File: config.mk
export PLATFORM = sky130hd
export DESIGN_NAME = escaped_record_field_decoder_flat
export DESIGN_NICKNAME = d
export VERILOG_FILES = /design/src/erfd_pkg.sv /design/src/erfd_stream_if.sv /design/src/erfd_apb_regs.sv /design/src/escaped_record_field_decoder.sv /design/src/flat_wrapper.sv
export VERILOG_INCLUDE_DIRS = /design/src /design/src/src
export SDC_FILE = /design/constraint.sdc
export NUM_CORES = 1
export LEC_CHECK = 0
export BUFFER_PORTS_ARGS = -buffer_cell sky130_fd_sc_hd__buf_4
export CAP_MARGIN = 20
export CORE_ASPECT_RATIO = 0.7
export CORE_MARGIN = 4
export CORE_UTILIZATION = 45
export CTS_BUF_LIST = sky130_fd_sc_hd__clkbuf_2 sky130_fd_sc_hd__clkbuf_4 sky130_fd_sc_hd__clkbuf_8
export DETAILED_ROUTE_END_ITERATION = 7
export PLACE_DENSITY = 0.76
export SYNTH_ARGS = -nofsm -noshare
export SYNTH_HDL_FRONTEND = slang
export SYNTH_SLANG_ARGS = --single-unit
File: constraint.sdc
create_clock -name clk_i -period 16.7 [get_ports clk_i]
set_input_delay 0.835 -clock clk_i [delete_from_list [all_inputs] [get_ports clk_i]]
set_output_delay 0.835 -clock clk_i [all_outputs]
set_load 0.1 [all_outputs]
File: src/escaped_record_field_decoder_macros.svh
// ----------------------------------------------------------------------------
// Assertion macros for the escaped record field decoder
// Concurrent checks clocked on clk_i and disabled while rst_ni is low.
// ----------------------------------------------------------------------------
`ifndef ESCAPED_RECORD_FIELD_DECODER_MACROS_SVH
`define ESCAPED_RECORD_FIELD_DECODER_MACROS_SVH

// same-cycle implication
`define ERFD_ASSERT_IMP(lbl, ante, cons, msg) \
  lbl: assert property (@(posedge clk_i) disable iff (!rst_ni) (ante) |-> (cons)) \
    else $error(msg);

// next-cycle implication
`define ERFD_ASSERT_NXT(lbl, ante, cons, msg) \
  lbl: assert property (@(posedge clk_i) disable iff (!rst_ni) (ante) |=> (cons)) \
    else $error(msg);

`endif

File: src/erfd_pkg.sv
// ----------------------------------------------------------------------------
// erfd_pkg
// Types, constants and character classes of the escaped record field decoder.
// ----------------------------------------------------------------------------
package erfd_pkg;

  localparam int unsigned ByteW    = 8;
  localparam int unsigned LineW    = 32;
  localparam int unsigned CountW   = 16;
  localparam int unsigned CfgDataW = 32;
  localparam int unsigned CfgAddrW = 3;

  localparam logic [CountW-1:0] MaxLenReset = 16'h8000;
  localparam logic [LineW-1:0]  LineReset   = 32'd1;
  localparam logic [LineW-1:0]  LineMax     = 32'hFFFF_FFFF;

  localparam logic [ByteW-1:0] ChEscape = 8'h25;
  localparam logic [ByteW-1:0] ChComma  = 8'h2C;
  localparam logic [ByteW-1:0] ChLf     = 8'h0A;
  localparam logic [ByteW-1:0] ChCr     = 8'h0D;
  localparam logic [ByteW-1:0] ChTab    = 8'h09;
  localparam logic [ByteW-1:0] ChSpace  = 8'h20;
  localparam logic [ByteW-1:0] ChPlus   = 8'h2B;
  localparam logic [ByteW-1:0] ChMinus  = 8'h2D;

  typedef enum logic [0:0] {
    REG_MAX_RECORD_LEN = 1'b0
  } reg_idx_e;

  typedef enum logic [1:0] {
    KIND_DATA = 2'd0,
    KIND_END  = 2'd1,
    KIND_ERR  = 2'd2,
    KIND_EOI  = 2'd3
  } kind_e;

  typedef enum logic [3:0] {
    PH_SKIP = 4'b0001,
    PH_REC  = 4'b0010,
    PH_ESC1 = 4'b0100,
    PH_ESC2 = 4'b1000
  } phase_e;

  function automatic logic is_blank(input logic [ByteW-1:0] c);
    return (c == ChSpace) || (c == ChTab) || (c == ChLf) || (c == ChCr);
  endfunction

  function automatic logic is_delim(input logic [ByteW-1:0] c);
    return (c == ChComma) || (c == ChLf) || (c == ChCr);
  endfunction

  function automatic logic is_conv_space(input logic [ByteW-1:0] c);
    return (c == ChSpace) || ((c >= ChTab) && (c <= ChCr));
  endfunction

  function automatic logic is_sign(input logic [ByteW-1:0] c);
    return (c == ChPlus) || (c == ChMinus);
  endfunction

  function automatic logic is_hex(input logic [ByteW-1:0] c);
    return ((c >= 8'h30) && (c <= 8'h39)) || ((c >= 8'h41) && (c <= 8'h46)) ||
           ((c >= 8'h61) && (c <= 8'h66));
  endfunction

  function automatic logic [3:0] hex_val(input logic [ByteW-1:0] c);
    logic [ByteW-1:0] v;
    if (c <= 8'h39) begin
      v = c - 8'h30;
    end else if (c <= 8'h46) begin
      v = c - 8'h37;
    end else begin
      v = c - 8'h57;
    end
    return v[3:0];
  endfunction

  // base-16 conversion of two characters, low byte kept
  function automatic logic [ByteW-1:0] decode_escape(input logic [ByteW-1:0] a,
                                                     input logic [ByteW-1:0] b);
    logic [ByteW-1:0] v;
    logic             neg;
    v   = '0;
    neg = 1'b0;
    if (is_conv_space(a)) begin
      if (!is_conv_space(b) && !is_sign(b) && is_hex(b)) begin
        v = {4'h0, hex_val(b)};
      end
    end else if (is_sign(a)) begin
      neg = (a == ChMinus);
      if (is_hex(b)) begin
        v = {4'h0, hex_val(b)};
      end
    end else if (is_hex(a)) begin
      if (is_hex(b)) begin
        v = {hex_val(a), hex_val(b)};
      end else begin
        v = {4'h0, hex_val(a)};
      end
    end
    return neg ? (8'h00 - v) : v;
  endfunction

endpackage

File: src/erfd_stream_if.sv
// ----------------------------------------------------------------------------
// erfd stream interfaces
// Valid/ready channels for text items in and decoded items out.
// ----------------------------------------------------------------------------
interface erfd_in_if
  import erfd_pkg::*;
();
  logic             valid;
  logic             ready;
  logic [ByteW-1:0] in_byte;
  logic             end_of_text;

  modport source (output valid, output in_byte, output end_of_text, input ready);
  modport sink   (input valid, input in_byte, input end_of_text, output ready);
endinterface

interface erfd_out_if
  import erfd_pkg::*;
();
  logic             valid;
  logic             ready;
  kind_e            out_kind;
  logic [ByteW-1:0] data_byte;
  logic [LineW-1:0] start_line;

  modport source (output valid, output out_kind, output data_byte, output start_line,
                  input ready);
  modport sink   (input valid, input out_kind, input data_byte, input start_line,
                  output ready);
endinterface

File: src/erfd_apb_regs.sv
// ----------------------------------------------------------------------------
// erfd_apb_regs
// APB-style register file holding the record length limit.
// ----------------------------------------------------------------------------
module erfd_apb_regs
  import erfd_pkg::*;
(
  input  logic                clk_i,
  input  logic                rst_ni,
  input  logic                psel,
  input  logic                penable,
  input  logic                pwrite,
  input  logic [CfgAddrW-1:0] paddr,
  input  logic [CfgDataW-1:0] pwdata,
  output logic [CfgDataW-1:0] prdata,
  output logic                pready,
  output logic [CountW-1:0]   max_len_o
);

  logic [CountW-1:0] max_len_q, max_len_d;
  logic              sel_max;
  logic              wr_en;

  assign pready  = 1'b1;
  assign sel_max = (reg_idx_e'(paddr[CfgAddrW-1]) == REG_MAX_RECORD_LEN);
  assign wr_en   = psel && penable && pwrite && pready;

  always_comb begin
    max_len_d = max_len_q;
    if (wr_en && sel_max) begin
      max_len_d = pwdata[CountW-1:0];
    end
  end

  always_ff @(posedge clk_i or negedge rst_ni) begin
    if (!rst_ni) begin
      max_len_q <= MaxLenReset;
    end else begin
      max_len_q <= max_len_d;
    end
  end

  assign prdata    = sel_max ? {{(CfgDataW-CountW){1'b0}}, max_len_q} : '0;
  assign max_len_o = max_len_q;

endmodule

File: src/escaped_record_field_decoder.sv
// ----------------------------------------------------------------------------
// escaped_record_field_decoder
// Splits a text byte stream into comma/CR/LF delimited records, decodes %XY
// escapes and reports the starting line of each record.
// ----------------------------------------------------------------------------
//   channel  | dir | handshake        | payload
//   ---------+-----+------------------+-------------------------------------
//   in_i     | in  | valid / ready    | in_byte, end_of_text
//   out_o    | out | valid / ready    | out_kind, data_byte, start_line
//   apb      | in  | psel / penable   | paddr, pwdata, prdata (pready = 1)
//
// One item per cycle sustained while out_o is not stalled.
// Input register feeds a state update into the result register.
// A stalled result holds the pipe only once the input register is full too.
// Reset returns to blank skipping, line 1, limit 0x8000; no clearing pass.
// ----------------------------------------------------------------------------
`include "escaped_record_field_decoder_macros.svh"

module escaped_record_field_decoder
  import erfd_pkg::*;
(
  input  logic                clk_i,
  input  logic                rst_ni,
  erfd_in_if.sink             in_i,
  erfd_out_if.source          out_o,
  input  logic                psel,
  input  logic                penable,
  input  logic                pwrite,
  input  logic [CfgAddrW-1:0] paddr,
  input  logic [CfgDataW-1:0] pwdata,
  output logic [CfgDataW-1:0] prdata,
  output logic                pready
);

  logic [CountW-1:0] max_len;

  erfd_apb_regs u_regs (
    .clk_i     (clk_i),
    .rst_ni    (rst_ni),
    .psel      (psel),
    .penable   (penable),
    .pwrite    (pwrite),
    .paddr     (paddr),
    .pwdata    (pwdata),
    .prdata    (prdata),
    .pready    (pready),
    .max_len_o (max_len)
  );

  logic             s1_valid_q;
  logic [ByteW-1:0] s1_byte_q;
  logic             s1_eot_q;
  logic             advance;
  logic             s1_fire;

  phase_e            phase_q, phase_d;
  logic [ByteW-1:0]  esc_q, esc_d;
  logic [LineW-1:0]  line_q, line_d;
  logic [LineW-1:0]  rec_line_q, rec_line_d;
  logic [CountW-1:0] count_q, count_d;

  logic             out_valid_q;
  kind_e            out_kind_q;
  logic [ByteW-1:0] out_data_q;
  logic [LineW-1:0] out_line_q;

  logic             emit;
  kind_e            kind;
  logic [ByteW-1:0] data;
  logic [LineW-1:0] sline;

  assign advance    = !out_valid_q || out_o.ready;
  assign s1_fire    = s1_valid_q && advance;
  assign in_i.ready = !s1_valid_q || advance;

  always_ff @(posedge clk_i or negedge rst_ni) begin
    if (!rst_ni) begin
      s1_valid_q <= 1'b0;
    end else if (in_i.ready) begin
      s1_valid_q <= in_i.valid;
    end
  end

  always_ff @(posedge clk_i) begin
    if (in_i.valid && in_i.ready) begin
      s1_byte_q <= in_i.in_byte;
      s1_eot_q  <= in_i.end_of_text;
    end
  end

  always_comb begin
    logic [LineW-1:0]  line_eff;
    logic [CountW-1:0] count_eff;
    logic              rec;
    phase_d    = phase_q;
    esc_d      = esc_q;
    line_d     = line_q;
    rec_line_d = rec_line_q;
    count_d    = count_q;
    emit       = 1'b0;
    kind       = KIND_DATA;
    data       = '0;
    sline      = '0;
    rec        = 1'b0;
    line_eff   = rec_line_q;
    count_eff  = count_q;
    case (phase_q)
      PH_SKIP: begin
        if (s1_eot_q) begin
          emit = 1'b1;
          kind = KIND_EOI;
        end else if (is_blank(s1_byte_q)) begin
          if ((s1_byte_q == ChLf) && (line_q != LineMax)) begin
            line_d = line_q + 1'b1;
          end
        end else begin
          rec        = 1'b1;
          rec_line_d = line_q;
          line_eff   = line_q;
          count_eff  = '0;
          count_d    = '0;
        end
      end
      PH_REC: begin
        rec = 1'b1;
      end
      PH_ESC1: begin
        if (s1_eot_q || is_delim(s1_byte_q)) begin
          emit    = 1'b1;
          kind    = KIND_ERR;
          phase_d = PH_SKIP;
        end else begin
          esc_d   = s1_byte_q;
          phase_d = PH_ESC2;
        end
      end
      PH_ESC2: begin
        if (s1_eot_q || is_delim(s1_byte_q)) begin
          emit    = 1'b1;
          kind    = KIND_ERR;
          phase_d = PH_SKIP;
        end else begin
          emit    = 1'b1;
          kind    = KIND_DATA;
          data    = decode_escape(esc_q, s1_byte_q);
          count_d = count_q + 1'b1;
          phase_d = PH_REC;
        end
      end
      default: begin
        phase_d = PH_SKIP;
      end
    endcase

    if (rec) begin
      if (s1_eot_q || is_delim(s1_byte_q) || (count_eff >= max_len)) begin
        if (!s1_eot_q && (s1_byte_q == ChLf) && (line_q != LineMax)) begin
          line_d = line_q + 1'b1;
        end
        emit    = 1'b1;
        kind    = KIND_END;
        sline   = line_eff;
        phase_d = PH_SKIP;
      end else if (s1_byte_q == ChEscape) begin
        phase_d = PH_ESC1;
      end else begin
        emit    = 1'b1;
        kind    = KIND_DATA;
        data    = s1_byte_q;
        count_d = count_eff + 1'b1;
        phase_d = PH_REC;
      end
    end
  end

  always_ff @(posedge clk_i or negedge rst_ni) begin
    if (!rst_ni) begin
      phase_q    <= PH_SKIP;
      esc_q      <= '0;
      line_q     <= LineReset;
      rec_line_q <= '0;
      count_q    <= '0;
    end else if (s1_fire) begin
      phase_q    <= phase_d;
      esc_q      <= esc_d;
      line_q     <= line_d;
      rec_line_q <= rec_line_d;
      count_q    <= count_d;
    end
  end

  always_ff @(posedge clk_i or negedge rst_ni) begin
    if (!rst_ni) begin
      out_valid_q <= 1'b0;
    end else if (advance) begin
      out_valid_q <= s1_valid_q && emit;
    end
  end

  always_ff @(posedge clk_i) begin
    if (s1_fire && emit) begin
      out_kind_q <= kind;
      out_data_q <= data;
      out_line_q <= sline;
    end
  end

  assign out_o.valid      = out_valid_q;
  assign out_o.out_kind   = out_kind_q;
  assign out_o.data_byte  = out_data_q;
  assign out_o.start_line = out_line_q;

  `ERFD_ASSERT_IMP(a_ready_when_out_free, !out_valid_q, in_i.ready,
                   "input stalled with free result register")
  `ERFD_ASSERT_NXT(a_line_monotonic, 1'b1, line_q >= $past(line_q),
                   "line counter went backwards")
  `ERFD_ASSERT_IMP(a_eoi_clean, out_valid_q && (out_kind_q == KIND_EOI),
                   (out_line_q == '0) && (out_data_q == '0),
                   "end of input carries payload")
  `ERFD_ASSERT_IMP(a_data_no_line, out_valid_q && (out_kind_q == KIND_DATA),
                   out_line_q == '0, "data item carries a start line")

endmodule
File: src/flat_wrapper.sv
// flat-port wrapper written by rule: the top's interface ports become plain ports
module escaped_record_field_decoder_flat import erfd_pkg::*;
  (clk_i, rst_ni, psel, penable, pwrite, paddr, pwdata, prdata, pready, in_i_valid, in_i_in_byte, in_i_end_of_text, in_i_ready, out_o_valid, out_o_out_kind, out_o_data_byte, out_o_start_line, out_o_ready);
  erfd_in_if in_i_i ();
  erfd_out_if out_o_i ();
  input  logic clk_i;
  input  logic rst_ni;
  input  logic psel;
  input  logic penable;
  input  logic pwrite;
  input  logic [CfgAddrW-1:0] paddr;
  input  logic [CfgDataW-1:0] pwdata;
  output logic [CfgDataW-1:0] prdata;
  output logic pready;
  input wire logic [$bits(in_i_i.valid)-1:0] in_i_valid;
  input wire logic [$bits(in_i_i.in_byte)-1:0] in_i_in_byte;
  input wire logic [$bits(in_i_i.end_of_text)-1:0] in_i_end_of_text;
  output wire logic [$bits(in_i_i.ready)-1:0] in_i_ready;
  output wire logic [$bits(out_o_i.valid)-1:0] out_o_valid;
  output wire logic [$bits(out_o_i.out_kind)-1:0] out_o_out_kind;
  output wire logic [$bits(out_o_i.data_byte)-1:0] out_o_data_byte;
  output wire logic [$bits(out_o_i.start_line)-1:0] out_o_start_line;
  input wire logic [$bits(out_o_i.ready)-1:0] out_o_ready;
  assign in_i_i.valid = in_i_valid;
  assign in_i_i.in_byte = in_i_in_byte;
  assign in_i_i.end_of_text = in_i_end_of_text;
  assign in_i_ready = in_i_i.ready;
  assign out_o_valid = out_o_i.valid;
  assign out_o_out_kind = out_o_i.out_kind;
  assign out_o_data_byte = out_o_i.data_byte;
  assign out_o_start_line = out_o_i.start_line;
  assign out_o_i.ready = out_o_ready;
  escaped_record_field_decoder u_core (.clk_i(clk_i), .rst_ni(rst_ni), .in_i(in_i_i), .out_o(out_o_i), .psel(psel), .penable(penable), .pwrite(pwrite), .paddr(paddr), .pwdata(pwdata), .prdata(prdata), .pready(pready));
endmodule
==> impl_results.md <==
* Area grow syn2layout at 14.2%
* Core area at 0.0191 mm2
* Commonest non-fill, non-tap cell in the layout: nand2_1
* Final Max Tran Viols at 0
* Final Critical Period at 5.45 ns
* RSZ-0062 raised after global routing: no
* Cell Chain, Critical Path: inv_1 > ha_1 > nor2b_1 > o2111a_1 > or4_1 > buf_4 > and2_1 > ha_1 > a21oi_1 > o21a_1 > o22ai_1 > a2111oi_4 > nand4_1 > a21o_1 > or3_1 > o21ai_0
* Largest net degree at the start of global routing at 62
* Starting Density at 46.3%
* Syn. warnings at 0
* Vias in the first global route at ~6.5k
* All-Layer GR Usage at 18.4%
* MaxCap Viol Count at 0
* Max Clk Rate at 184 MHz
* Hold Path Class: input port to asynchronous set/reset pin
* Post-route design area at 0.0101 mm2
* Full die area at 0.0220 mm2
* Drt wl/cell at 16.2 um
* Largest stage delay on the critical path at 0.64 ns
* Crit-path leading delay family: simple AND/OR/NAND/NOR gates
* Layout Skew at 0.0172 ns
* CTS tree: yes
* Buffers and inverters on the worst path at 2
* Data required time of the critical path at between 15 and 20 ns
* Fin. Hold Viols at 0
* Nets@finish at approximately 1.0k
* Power density cells at around 130 mW/mm2
* R2R setup slack at 11.25 ns
* # clock sinks at 161
* Most used cell, CP: ha_1
* Worst R2R Start: u_core.s1_byte_q[0]
* Least-Margin Pin Slew at approximately 1.1 ns
* Total gr overflow at 0
* Leak Pwr at 0.00438 uW
* Setup Viol. Count Final at 0
* Setup TNS at 0 ns
* Via count at 6871
* Ys flop type: dfrtp_1
* CP Launch Type: flip-flop
* Routability cong. at 0.907
* Die span in y at about 130 um
* Drt first pass iters at 6
* Critical path startpoint: u_core.s1_byte_q[0]
* # H-tree levels at 4
* CP Class: flip-flop to flip-flop
* DRC at 0
* Most frequent cells in the layout: nand2_1 (119), dfrtp_1 (107), buf_4 (101)
* Critical path arrival at 5.84 ns
* #FFs+latches synth at 161
* Status: completed
* Synth area leader: dfrtp_1
* Worst Setup End Kind: flip-flop
* Diodes inserted at 0
* CTS Hold Bufs at 0
* Clock slew at reported path FFs at 0.09 ns
* Crit path max fanout at 42
* Clock Root Buffer: clkbuf_8
* Finished Layout Cells at roughly 1.2k
* Drt initial violations at 787
* Post-synth EDFFs at 51
* Share of async-settable or async-resettable flops after synthesis at roughly two thirds
* # IOs at 128
* Fin crit share at between 30% and 40%
* Sequential area share after synthesis at 48.4%
* Post-synth top area share at 30.2%
* Layout cells sized above 1 at 21.2%
* Post-DRT Antenna Nets at 0
* Clock Path Buffers at 2
* Post-CTS Setup Bufs at 0
* Site row count at 42
* Post-CTS Resized at 0
* Worst-case vdd ir drop at 0.0697 mV
* Placed cell count at 1203
* Via density at 5.56
* CTS Buf Count at 17
* Placed inst area at 0.00974 mm2
* Port Buffers at 92
* Slew HR at approximately 28%
* Die W at 176 um
* Top cells by area, synth: dfrtp_1 (30%), edfxtp_1 (17%), mux2_2 (6.7%), nand2_1 (5.1%), ha_1 (4.1%)
* Initial antenna violation count at 0
* Syn Inst Count at 884
* Dpl hpwl at approximately 14000 um
* Yosys cell types at 73
* Drt total wl at 20000 um
* Synthesized area per cell at 10.0 um2
* Synthesized area at roughly 0.0089 mm2
* First-pass GRT wire length at 33400 um
* CP max stage cell: nand4_1
* Worst skew pair latency at 0.47 ns
* Hold WS at 0.441 ns
-- final timing paths --
kind | endpoint | depth (start not counted)
min in group clk_i | u_core.rec_line_q[19] | 2
hold / removal | u_core.line_q[27] | 1
setup reg to reg | u_core.count_q[15] | 16
setup / recovery | u_core.count_q[15] | 16
hold reg to reg | u_core.rec_line_q[19] | 2
max in group asynchronous | u_core.count_q[7] | 2
-- routing by layer --
layer,vias up,global-route usage (%),part of all wire (%)
met2,198,27.3,44
met3,25,4.77,6.1
met1,3350,27.3,49
met4,0,4.17,1.1
li1,3298,-,-
met5,-,0,0
-- flip-flops by register name, summed over array words and instances (netlist names) --
name and cells:
u_core.esc_q 8, u_core.s1_byte_q 8, u_core.out_o.start_line 32, u_core.count_q 16
u_core.out_o.out_kind 2, u_core.out_o.data_byte 8, u_core.u_regs.max_len_o 16, u_core.s1_eot_q 1
u_core.rec_line_q 32, u_core.phase_q 4, u_core.line_q 32, u_core.s1_valid_q 1
u_core.out_o.valid 1
-- power by group --
part / internal, uW / total, uW / switching, uW
Clock: 115 / 280 / 165
Combinational: 123 / 578 / 455
Sequential: 472 / 505 / 33.0
Total: 710 / 1360 / 654
-- cells in the mapped netlist, types with 3 or more instances --
cell / number
and2_1: 20
xor2_1: 13
edfxtp_1: 51
and4_1: 4
a21o_1: 8
and3_1: 8
dfstp_2: 3
inv_1: 34
o21a_1: 4
buf_4: 17
nor4_2: 3
o32ai_1: 3
nand4_1: 20
dfrtp_1: 107
nand3_1: 26
xnor2_1: 24
o221ai_1: 3
nand2b_1: 8
o31ai_1: 14
ha_1: 29
nor4_1: 3
nand2_1: 120
o2111a_1: 3
buf_2: 4
a211oi_1: 3
o22ai_1: 5
nor2_1: 50
a31oi_1: 8
o21bai_1: 3
or3_1: 6
a22o_1: 3
a22oi_1: 3
clkbuf_1: 38
nor3_1: 19
a21oi_1: 57
nor2b_1: 11
a211o_1: 5
mux2i_1: 4
o21ai_0: 40
nand3b_1: 3
mux2_2: 53
-- metrics by stage --
stage               setup slack, ns  total power [uW]  util [%]
floorplan                     10.32               961         -
global placement              11.35              1090      50.9
detailed placement            11.29              1090      50.9
CTS                           11.28              1370      52.9
global route                  10.90              1430      52.9
finish                        11.25              1360      52.9
-- cells by family after synthesis --
logic type	count (synthesis)	share of synthesized area (%)
AO/OA/AOI/OAI	185	13.6
XOR/XNOR	37	3.66
adder cells (fa/ha/maj)	29	4.09
buffers and inverters	95	4.80
flip-flops	161	48.4
multiplexers	57	7.19
other	2	0.0847
AND/OR/NAND/NOR	318	18.2
-- layout make-up --
type	instances	area [um2]
flip-flops and latches	161	4290
well taps	264	330
clock buffers	18	248
multi-input cells	643	4240
fillers	1727	9000
repair buffers	101	758
inverters	34	128
clock inverters	14	136
Power figures use the tool's default switching activity.
